**config.mk**
```make
export PLATFORM = sky130hd
export DESIGN_NAME = vector_norm_reciprocal
export DESIGN_NICKNAME = d
export VERILOG_FILES = /design/src/hdl/vnr_pkg.sv /design/src/hdl/vnr_cmpsub.sv /design/src/hdl/vnr_ctrl.sv /design/src/hdl/vector_norm_reciprocal.sv
export SDC_FILE = /design/constraint.sdc
export NUM_CORES = 2
export LEC_CHECK = 0
export BUFFER_PORTS_ARGS = -buffer_cell sky130_fd_sc_hd__buf_2
export CAP_MARGIN = 20
export CORE_MARGIN = 10
export CORE_UTILIZATION = 45
export DETAILED_ROUTE_END_ITERATION = 12
export PLACE_DENSITY = 0.58
export SLEW_MARGIN = 0
export SYNTH_ARGS = -nofsm -noshare
export SYNTH_HDL_FRONTEND = slang
export SYNTH_HIERARCHICAL = 1
export SYNTH_SLANG_ARGS = --single-unit
```
**constraint.sdc**
```tcl
create_clock -name aclk -period 19.2 [get_ports aclk]
set_input_delay 1.92 -clock aclk [delete_from_list [all_inputs] [get_ports aclk]]
set_output_delay 1.92 -clock aclk [all_outputs]
set_load 0.02 [all_outputs]
```
**src/hdl/vnr_pkg.sv**
```systemverilog
// Shared types and constants of the vector normalization factor block.
// Used by the sequencer and the top level; depends on nothing.

package vnr_pkg;

    // Result and iteration widths; fixed by the Q16.16 factor format.
    localparam int FACTOR_W   = 32;
    localparam int ROOT_W     = 32;
    localparam int QUOT_W     = 65;
    localparam int CNT_W      = 7;
    localparam int MIN_UNIT_W = 35;

    // Normalization modes.
    localparam logic MODE_L1         = 1'b0;
    localparam logic MODE_L2         = 1'b1;
    localparam logic NORM_MODE_RESET = MODE_L2;

    // Iteration counts: quotient bits 2^32/T or 2^64/T, then root bits.
    localparam logic [CNT_W-1:0] L1_DIV_TOP = 7'd32;
    localparam logic [CNT_W-1:0] L2_DIV_TOP = 7'd64;
    localparam logic [CNT_W-1:0] SQRT_TOP   = 7'd31;

    typedef enum logic [2:0] {
        ST_IDLE,
        ST_ACC,
        ST_DIV,
        ST_SQRT,
        ST_DONE
    } state_t;

    typedef struct packed {
        logic item_last;
        logic item_l2;
        logic total_zero;
        logic out_free;
    } vnr_status_t;

    typedef struct packed {
        logic s_ready;
        logic take_item;
        logic acc_add;
        logic div_init;
        logic div_step;
        logic div_first;
        logic sqrt_init;
        logic sqrt_step;
        logic out_load;
    } vnr_ctrl_t;

endpackage

```
**src/hdl/vnr_cmpsub.sv**
```systemverilog
// Shared compare-and-subtract unit of the divider and the square root.
// Purely combinational; no package dependency.

module vnr_cmpsub #(
    parameter int W = 65
) (
    input  logic [W-1:0] a,
    input  logic [W-1:0] b,
    output logic         ge,
    output logic [W-1:0] diff
);

    logic [W:0] wide_diff;

    // Borrow out of the top bit means a < b.
    assign wide_diff = {1'b0, a} - {1'b0, b};
    assign ge        = ~wide_diff[W];
    assign diff      = wide_diff[W-1:0];

endmodule

```
**src/hdl/vnr_ctrl.sv**
```systemverilog
// Sequencer of the vector normalization factor block: state, step counter
// and control strobes. Depends on vnr_pkg.

module vnr_ctrl (
    input  logic                aclk,
    input  logic                aresetn,
    input  logic                s_valid,
    input  vnr_pkg::vnr_status_t status,
    output vnr_pkg::vnr_ctrl_t   ctrl
);

    import vnr_pkg::*;

    state_t           state_reg;
    state_t           state_next;
    logic [CNT_W-1:0] cnt_reg;
    logic [CNT_W-1:0] cnt_next;
    logic             cnt_zero;
    logic [CNT_W-1:0] div_top;

    assign cnt_zero = (cnt_reg == '0);
    assign div_top  = status.item_l2 ? L2_DIV_TOP : L1_DIV_TOP;

    always_comb begin
        state_next = state_reg;
        case (state_reg)
            ST_IDLE: begin
                if (s_valid) begin
                    state_next = ST_ACC;
                end
            end
            ST_ACC: begin
                if (!status.item_last) begin
                    state_next = ST_IDLE;
                end else if (status.total_zero) begin
                    state_next = ST_DONE;
                end else begin
                    state_next = ST_DIV;
                end
            end
            ST_DIV: begin
                if (cnt_zero) begin
                    state_next = status.item_l2 ? ST_SQRT : ST_DONE;
                end
            end
            ST_SQRT: begin
                if (cnt_zero) begin
                    state_next = ST_DONE;
                end
            end
            ST_DONE: begin
                if (status.out_free) begin
                    state_next = ST_IDLE;
                end
            end
            default: begin
                state_next = ST_IDLE;
            end
        endcase
    end

    always_comb begin
        ctrl = '0;
        case (state_reg)
            ST_IDLE: begin
                ctrl.s_ready   = 1'b1;
                ctrl.take_item = s_valid;
            end
            ST_ACC: begin
                ctrl.acc_add  = 1'b1;
                ctrl.div_init = status.item_last & ~status.total_zero;
            end
            ST_DIV: begin
                ctrl.div_step  = 1'b1;
                ctrl.div_first = (cnt_reg == div_top);
                ctrl.sqrt_init = cnt_zero & status.item_l2;
            end
            ST_SQRT: begin
                ctrl.sqrt_step = 1'b1;
            end
            ST_DONE: begin
                ctrl.out_load = status.out_free;
            end
            default: begin
                ctrl = '0;
            end
        endcase
    end

    always_comb begin
        cnt_next = cnt_reg;
        if (ctrl.sqrt_init) begin
            cnt_next = SQRT_TOP;
        end else if (ctrl.div_init) begin
            cnt_next = div_top;
        end else if ((ctrl.div_step || ctrl.sqrt_step) && !cnt_zero) begin
            cnt_next = cnt_reg - 1'b1;
        end
    end

    always_ff @(posedge aclk) begin
        if (!aresetn) begin
            state_reg <= ST_IDLE;
            cnt_reg   <= '0;
        end else begin
            state_reg <= state_next;
            cnt_reg   <= cnt_next;
        end
    end

endmodule

```
**src/hdl/vector_norm_reciprocal.sv**
```systemverilog
// Top level of the vector normalization factor block: accumulator, divider
// and square-root registers around one shared compare-subtract unit.
// Depends on vnr_pkg, vnr_cmpsub and vnr_ctrl.

// Takes the unsigned Q8.16 weights of one word vector, one request per weight,
// and sums either the weights (norm_mode 0, L1) or their squares (norm_mode 1,
// L2, the reset value) in a saturating accumulator. On the weight marked
// last it returns one result: the Q16.16 factor floor(2^32/T) in L1 mode or
// floor(2^32/sqrt(T)) in L2 mode, saturated at 0xFFFFFFFF, then clears the
// accumulator; a zero total gives factor 0 with zero_total set. Each weight
// is summed under the mode in force when it is accepted, and the factor uses
// the mode of the last weight. A weight that is not last is accepted, then
// accumulated. A last weight is accepted and accumulated, then the shared
// compare-subtract unit gives one quotient bit per cycle, then one root bit
// per cycle in L2, then the output register is loaded; a zero total goes
// straight to the load. Input is not ready during that work. The output
// register holds a result until it is taken while later weights are
// accepted; a new result waits in the done state until the output register
// is free. The user must see that norm_mode is written through the cfg port
// only while the block is idle; the block itself does not enforce this.

module vector_norm_reciprocal #(
    parameter int WEIGHT_WIDTH = 24,
    parameter int ACC_WIDTH    = 64
) (
    input  logic                    aclk,
    input  logic                    aresetn,
    // configuration
    input  logic                    cfg_valid,
    output logic                    cfg_ready,
    input  logic                    cfg_data,
    // weight requests
    input  logic                    s_valid,
    output logic                    s_ready,
    input  logic [WEIGHT_WIDTH-1:0] s_weight_value,
    input  logic                    s_last_entry,
    // result requests
    output logic                    m_valid,
    input  logic                    m_ready,
    output logic [31:0]             m_norm_factor,
    output logic                    m_zero_total
);

    import vnr_pkg::*;

    localparam int PROD_W = 2 * WEIGHT_WIDTH;
    localparam int SUM_W  = ((ACC_WIDTH > PROD_W) ? ACC_WIDTH : PROD_W) + 1;
    localparam int UNIT_W = (ACC_WIDTH + 1 > MIN_UNIT_W) ? ACC_WIDTH + 1 : MIN_UNIT_W;

    vnr_ctrl_t   ctrl;
    vnr_status_t status;

    // Mode register.
    logic norm_mode_reg;
    logic norm_mode_next;

    // Accepted item.
    logic [PROD_W-1:0] prod_reg;
    logic [PROD_W-1:0] prod_next;
    logic [PROD_W-1:0] weight_sq;
    logic              item_last_reg;
    logic              item_l2_reg;

    // Accumulator.
    logic [ACC_WIDTH-1:0] acc_reg;
    logic [ACC_WIDTH-1:0] acc_next;
    logic [SUM_W-1:0]     acc_sum;
    logic [ACC_WIDTH-1:0] acc_sum_sat;

    // Divider and square-root registers.
    logic [UNIT_W-1:0] rem_reg;
    logic [UNIT_W-1:0] rem_next;
    logic [QUOT_W-1:0] quot_reg;
    logic [QUOT_W-1:0] quot_next;
    logic [ROOT_W-1:0] root_reg;
    logic [ROOT_W-1:0] root_next;
    logic [UNIT_W-1:0] rem_div_sh;
    logic [UNIT_W-1:0] rem_sq_sh;
    logic [UNIT_W-1:0] divisor;
    logic [UNIT_W-1:0] trial;

    // Shared unit.
    logic [UNIT_W-1:0] unit_a;
    logic [UNIT_W-1:0] unit_b;
    logic [UNIT_W-1:0] unit_diff;
    logic              unit_ge;

    // Output register.
    logic                m_valid_reg;
    logic                m_valid_next;
    logic [FACTOR_W-1:0] factor_reg;
    logic                zero_reg;
    logic [FACTOR_W-1:0] factor_out;
    logic                total_is_zero;

    vnr_ctrl u_ctrl (
        .aclk    (aclk),
        .aresetn (aresetn),
        .s_valid (s_valid),
        .status  (status),
        .ctrl    (ctrl)
    );

    vnr_cmpsub #(
        .W (UNIT_W)
    ) u_cmpsub (
        .a    (unit_a),
        .b    (unit_b),
        .ge   (unit_ge),
        .diff (unit_diff)
    );

    assign cfg_ready     = 1'b1;
    assign s_ready       = ctrl.s_ready;
    assign m_valid       = m_valid_reg;
    assign m_norm_factor = factor_reg;
    assign m_zero_total  = zero_reg;

    always_comb begin
        norm_mode_next = norm_mode_reg;
        if (cfg_valid && cfg_ready) begin
            norm_mode_next = cfg_data;
        end
    end

    // Square at the input, registered before the accumulate cycle.
    assign weight_sq = PROD_W'(s_weight_value) * PROD_W'(s_weight_value);
    assign prod_next = (norm_mode_reg == MODE_L2) ? weight_sq : PROD_W'(s_weight_value);

    // Saturating accumulate; clip anything above the accumulator's range.
    assign acc_sum     = SUM_W'(acc_reg) + SUM_W'(prod_reg);
    assign acc_sum_sat = (acc_sum > SUM_W'({ACC_WIDTH{1'b1}})) ? {ACC_WIDTH{1'b1}}
                                                               : acc_sum[ACC_WIDTH-1:0];

    always_comb begin
        acc_next = acc_reg;
        if (ctrl.out_load) begin
            acc_next = '0;
        end else if (ctrl.acc_add) begin
            acc_next = acc_sum_sat;
        end
    end

    assign status.item_last  = item_last_reg;
    assign status.item_l2    = item_l2_reg;
    assign status.total_zero = (acc_sum_sat == '0);
    assign status.out_free   = ~m_valid_reg | m_ready;

    // Restoring division of a power of two: shift in a one on the first step.
    assign rem_div_sh = {rem_reg[UNIT_W-2:0], ctrl.div_first};
    assign divisor    = {{(UNIT_W-ACC_WIDTH){1'b0}}, acc_reg};
    // Digit-by-digit root: two bits of the quotient per step.
    assign rem_sq_sh  = {rem_reg[UNIT_W-3:0], quot_reg[QUOT_W-2:QUOT_W-3]};
    assign trial      = {{(UNIT_W-ROOT_W-2){1'b0}}, root_reg, 2'b01};

    assign unit_a = ctrl.sqrt_step ? rem_sq_sh : rem_div_sh;
    assign unit_b = ctrl.sqrt_step ? trial : divisor;

    always_comb begin
        rem_next  = rem_reg;
        quot_next = quot_reg;
        root_next = root_reg;
        if (ctrl.div_init) begin
            rem_next  = '0;
            quot_next = '0;
        end
        if (ctrl.div_step) begin
            rem_next  = unit_ge ? unit_diff : rem_div_sh;
            quot_next = {quot_reg[QUOT_W-2:0], unit_ge};
        end
        if (ctrl.sqrt_step) begin
            rem_next  = unit_ge ? unit_diff : rem_sq_sh;
            // Keep the top bit: it flags a quotient too large for the root.
            quot_next = {quot_reg[QUOT_W-1], quot_reg[QUOT_W-4:0], 2'b00};
            root_next = {root_reg[ROOT_W-2:0], unit_ge};
        end
        if (ctrl.sqrt_init) begin
            rem_next  = '0;
            root_next = '0;
        end
    end

    // Final factor with saturation.
    assign total_is_zero = (acc_reg == '0);

    always_comb begin
        if (total_is_zero) begin
            factor_out = '0;
        end else if (item_l2_reg == MODE_L1) begin
            factor_out = (|quot_reg[QUOT_W-1:FACTOR_W]) ? {FACTOR_W{1'b1}}
                                                        : quot_reg[FACTOR_W-1:0];
        end else begin
            factor_out = quot_reg[QUOT_W-1] ? {FACTOR_W{1'b1}} : root_reg;
        end
    end

    always_comb begin
        m_valid_next = m_valid_reg;
        if (ctrl.out_load) begin
            m_valid_next = 1'b1;
        end else if (m_ready) begin
            m_valid_next = 1'b0;
        end
    end

    always_ff @(posedge aclk) begin
        if (!aresetn) begin
            norm_mode_reg <= NORM_MODE_RESET;
            acc_reg       <= '0;
            m_valid_reg   <= 1'b0;
        end else begin
            norm_mode_reg <= norm_mode_next;
            acc_reg       <= acc_next;
            m_valid_reg   <= m_valid_next;
        end
    end

    // Payload registers: hold unless loaded.
    always_ff @(posedge aclk) begin
        if (ctrl.take_item) begin
            prod_reg      <= prod_next;
            item_last_reg <= s_last_entry;
            item_l2_reg   <= norm_mode_reg;
        end
        rem_reg  <= rem_next;
        quot_reg <= quot_next;
        root_reg <= root_next;
        if (ctrl.out_load) begin
            factor_reg <= factor_out;
            zero_reg   <= total_is_zero;
        end
    end

`ifndef SYNTHESIS
    // A zero total always comes with a zero factor.
    assert property (@(posedge aclk) disable iff (!aresetn)
        m_valid && m_zero_total |-> m_norm_factor == '0)
        else $error("zero total with nonzero factor");

    // Drop the total once its result is loaded.
    assert property (@(posedge aclk) disable iff (!aresetn)
        ctrl.out_load |=> acc_reg == '0)
        else $error("accumulator not cleared after result");

    // One request in flight: no accept in the cycle after an accept.
    assert property (@(posedge aclk) disable iff (!aresetn)
        s_valid && s_ready |=> !s_ready)
        else $error("input ready while a weight is being summed");

    // A result loads only into a free output register.
    assert property (@(posedge aclk) disable iff (!aresetn)
        ctrl.out_load |-> !m_valid || m_ready)
        else $error("result overwrote a pending result");
`endif

endmodule
```
After elaboration in Yosys (flattened, before gate mapping). Index checks and enable logic that the tools add are counted. W data, S select, Z words.

Equality and inequality tests: 9. $mul: 1. Reductions and logical operators: 17. Bitwise gates (word level): 8. Add/sub/neg operators: 3. Muxes and demuxes: 33. Order comparisons: 1.

Operators by type and width (number): $mux W64 (7); $mux W65 (3); $logic_not A64 Y1 (2); $mux W32 (3); $sub A65 B64 Y66 (1); $add A64 B48 Y65 (1); $gt A65 B64 Y1 const B (1); $mul A24 B24 Y48 (1); $reduce_or A33 Y1 (1); $mux W24 (1); $mux W3 (8); $mux W7 (3); $pmux W3 S5 (1); $eq A7 B7 Y1 (1); $logic_not A7 Y1 (1); $sub A7 B1 Y7 const B (1); $eq A3 B2 Y1 const B (2); $ne A2 B1 Y1 const B (3); $reduce_bool A2 Y1 (3); $reduce_bool A3 Y1 (2); $mux W5 (1); $not A1 Y1 (5); $mux W1 (4); $mux W2 (2); 12 further kinds (14).

Word-level logic and storage cells: 89. Flip-flop bits (word level): 320. Output and inout bits: 36. Bits of input ports: 31.

Depth between registers and ports, before layout.
Depth after elaboration: 10. Depth in mapped cells: 29. Gate-level depth less buffers: 29.

Cells and area by module. Netlist, hierarchy kept.

Modules (own cells, without submodules): vector_norm_reciprocal (sequential area each 7667.4 um2, area each 34682.0 um2, times used 1, cells each 3900); vnr_cmpsub (sequential area each 0.0 um2, area each 4220.3 um2, times used 1, cells each 655); vnr_ctrl (sequential area each 200.2 um2, area each 654.4 um2, times used 1, cells each 81).

Least setup slack after synthesis. No wires, ideal clock.

Path kind: input port to flip-flop. Start: input port s_weight_value[21]. End: register prod_reg[45], data pin. Setup time: 0.255 ns. Cell stages on the path: 26. Required time: 18.945 ns. Setup slack: 10.004 ns. Data arrival time: 8.941 ns. Cell sequence: clkbuf_1 -> clkbuf_1 -> nand2_1 -> fa_1 -> fa_1 -> fa_1 -> fa_1 -> inv_1 -> fa_1 -> fa_1 -> inv_1 -> fa_1 -> inv_1 -> ha_1 -> a21o_1 -> a21o_1 -> a211oi_1 -> o21ai_0 -> or3_1 -> o211ai_1 -> a31oi_1 -> o21a_1 -> a311o_1 -> a21oi_1 -> xnor2_1 -> and2_1.

Cells in the longest elaborated chain, start to end: 1.

RTL lines: from (decl) (line vector_norm_reciprocal.sv:35) `input logic [WEIGHT_WIDTH-1:0] s_weight_value,`; $mul A24 B24 Y48 (line vector_norm_reciprocal.sv:127) `assign weight_sq = PROD_W'(s_weight_value) * PROD_W'(s_weight_value);`; to (signal assigned) (line vector_norm_reciprocal.sv:221) `prod_reg <= prod_next;`; to (decl) (line vector_norm_reciprocal.sv:58) `logic [PROD_W-1:0] prod_reg;`.

No other way between the ends. A chain may end at the register's enable or synchronous reset.

Final worst setup path.
Start: input port s_weight_value[16]. End: register prod_reg[45], data pin.

The elaborated chain is that of the path after synthesis.

==> results.cfg <==
[cts]
ctsLongestPathBuffers = 3
clk-insertion-delay-late_ns = 0.58
number_of_sinks_driven_by_the_clock_tree = 320
buffer_cell_driving_the_clock_tree_root = sky130_fd_sc_hd__clkbuf_16
cts_tree = done
cts_setup_buffers = 0
htree_levels = 2
postCtsResizedCells = 0
cts.reportedPaths.clkPinSlew_ns = 0.06
cts_made_buffers = 38
hold_bufs_at_cts = 0

[setup_path]
timing.critical_path.from = s_weight_value[16]
timing.critical_path.arrival_ns = 9.61
setup.reg_to_reg.worst_slack_ns = 10.71
critical_path.max_stage_delay_ns = 0.55
critPathCaptureType = flop
worst_ep_required_time_ns = 19.52
start_kind = input pin
criticalPathCategory = in -> reg
crit_path_top_delay_cell = sky130_fd_sc_hd__fa_1
worst_path_bufs_invs = 6
worst_path_dominant_cell_family = adder cells
path_common_cell = sky130_fd_sc_hd__fa_1
regToRegStartpoint = u_ctrl/state_reg[1]$_SDFFE_PN0P_
r2r_end = rem_reg[48]$_SDFFE_PP0P_
rr_worst_depth = 24
worstPathMaxFanout = 21

[global_routing]
number_of_global_route_vias_before_repair = 32000
pin_count_of_the_biggest_net_entering_global_routing = 97
antenna_found_initial = 1
global_route_wire_length_before_repair_um = 180000
grt.total_usage_pct = 22.4
gr-total-overflow = 0

[worst_hold_path]
hold_critical_path_depth = 2
hold_class = reg -> reg
hold_path_end = norm_mode_reg$_SDFFE_PN1P_
holdCritStartpoint = norm_mode_reg$_SDFFE_PN1P_

[placement]
hpwl_um = 86800
gp_routability_congestion = 1.03
io_buffers = 65
placement.cell_area_mm2 = 0.0405

[synth]
synth_nets = 5384
synth_area_mm2 = 0.0395
avg_inst_size_synth_um2 = 8.54
synth_cells = 4628
synth_warnings = 6

[sta]
fin_crit_ns = 9.29
max_slew.worst_pin.slew_ns = 1.08
timing.setup.tns_ns = 0
clock.fmax_ghz = 0.108
rsz_0062_raised_after_global_routing = false
fin_worst_skew_ns = 0.0255
timing.final.max_slew_violations = 0
layout_worst_path_cycle_share_pct = 48.4
relSlewSlack_pct = 27.6
final_hold_viols = 0
setup_viols_final = 0

[detailed_routing]
vias = 31800
post_drt_wl_per_cell_um = 19.8
drt_pass1_iterations = 7
route.final.wire_length_um = 113000
antenna_violating_nets_post_route = 0
detailedRoute.firstIterationViolations = 2528
remaining_drc_errors = 0
vias_per_cell = 5.59

[floorplan]
die_area_mm2 = 0.100
coreArea_mm2 = 0.0869
placement_row_count = 108
initial_utilization_pct = 45.5
chipWidth_um = 316
overall_die_height_um = 316
floorplan.io_pins = 67

[layout]
nets = 5265
layout-drive-gt1-share_pct = 6.83
fillerInstances = 8436
area.sequential_mm2 = 0.00787
design_area_mm2 = 0.0417
area_growth_syn_to_layout_pct = 5.68
largest_register_ff_count = 65
num_antenna_cells = 0
footprint_of_the_multi_input_gates_mm2 = 0.0277

[flow_run]
timing.max_cap.violations = 0

[run_status]
run_status = finished clean
layout make-up:
| type | count | share of cell area [%] |
|---|---|---|
| Multi-Input combinational cell | 3273 | 66.4 |
| Inverter | 786 | 7.07 |
| Tap cell | 1155 | 3.46 |
| Clock buffer | 50 | 2.60 |
| Sequential cell | 320 | 18.8 |
| Timing Repair Buffer | 90 | 1.28 |
| Clock inverter | 19 | 0.387 |
through the flow:
stage          hold slack [ns]  cells  utilization (%)  setup slack, ns
3_5_place_dp             0.461   5623             46.6             9.32
3_3_place_gp             0.450   5623             46.6             9.41
5_1_grt                  0.487   5693             48.0             9.51
4_1_cts                  0.476   5692             48.0             9.92
6_report                 0.467   5693             48.0             9.91
2_1_floorplan            0.446   4628                -            10.00
how the worst max path moves through the flow:
stage / to / slack (ns) / cells past startpoint
2_1_floorplan: prod_reg[45]$_SDFFCE_PN0P_ / 10.00 / 26
3_3_place_gp: prod_reg[45]$_SDFFCE_PN0P_ / 9.41 / 27
3_5_place_dp: prod_reg[45]$_SDFFCE_PN0P_ / 9.32 / 27
4_1_cts: prod_reg[45]$_SDFFCE_PN0P_ / 9.92 / 27
5_1_grt: prod_reg[45]$_SDFFCE_PN0P_ / 9.51 / 27
6_report: prod_reg[45]$_SDFFCE_PN0P_ / 9.91 / 27
tightest hold or removal path, stage by stage, from the launching register on:
cell                      delay, ns
sky130_fd_sc_hd__dfxtp_2       0.32
sky130_fd_sc_hd__mux2i_1       0.06
sky130_fd_sc_hd__nand2_1       0.06
metal layers:
| metal | vias to the layer above | global-route usage [%] | share of wire (%) |
|---|---|---|---|
| met2 | 855 | 37.3 | 47 |
| li1 | 15300 | - | - |
| met5 | - | 0 | 0.012 |
| met3 | 206 | 2.38 | 4.6 |
| met1 | 15500 | 29.9 | 45 |
| met4 | 2 | 8.27 | 4.0 |
cells in the final DEF (no fill, tap or decap), types with 33 or more instances in the layout:
cell,n
sky130_fd_sc_hd__a21o_1,79
sky130_fd_sc_hd__a21oi_1,286
sky130_fd_sc_hd__a222oi_1,39
sky130_fd_sc_hd__a22o_1,64
sky130_fd_sc_hd__a31oi_1,35
sky130_fd_sc_hd__and2_1,158
sky130_fd_sc_hd__buf_2,65
sky130_fd_sc_hd__clkbuf_16,39
sky130_fd_sc_hd__dfxtp_1,173
sky130_fd_sc_hd__edfxtp_1,146
sky130_fd_sc_hd__fa_1,435
sky130_fd_sc_hd__ha_1,290
sky130_fd_sc_hd__inv_1,784
sky130_fd_sc_hd__mux2_2,62
sky130_fd_sc_hd__nand2_1,519
sky130_fd_sc_hd__nand3_1,46
sky130_fd_sc_hd__nand4_1,53
sky130_fd_sc_hd__nor2_1,252
sky130_fd_sc_hd__nor2b_1,51
sky130_fd_sc_hd__nor3_1,46
sky130_fd_sc_hd__o21ai_0,238
sky130_fd_sc_hd__o221a_2,33
sky130_fd_sc_hd__xnor2_1,95
sky130_fd_sc_hd__xor2_1,57
Power is not shown: default switching activity piles up to over one toggle a cycle in this logic, so the estimate is an artifact.
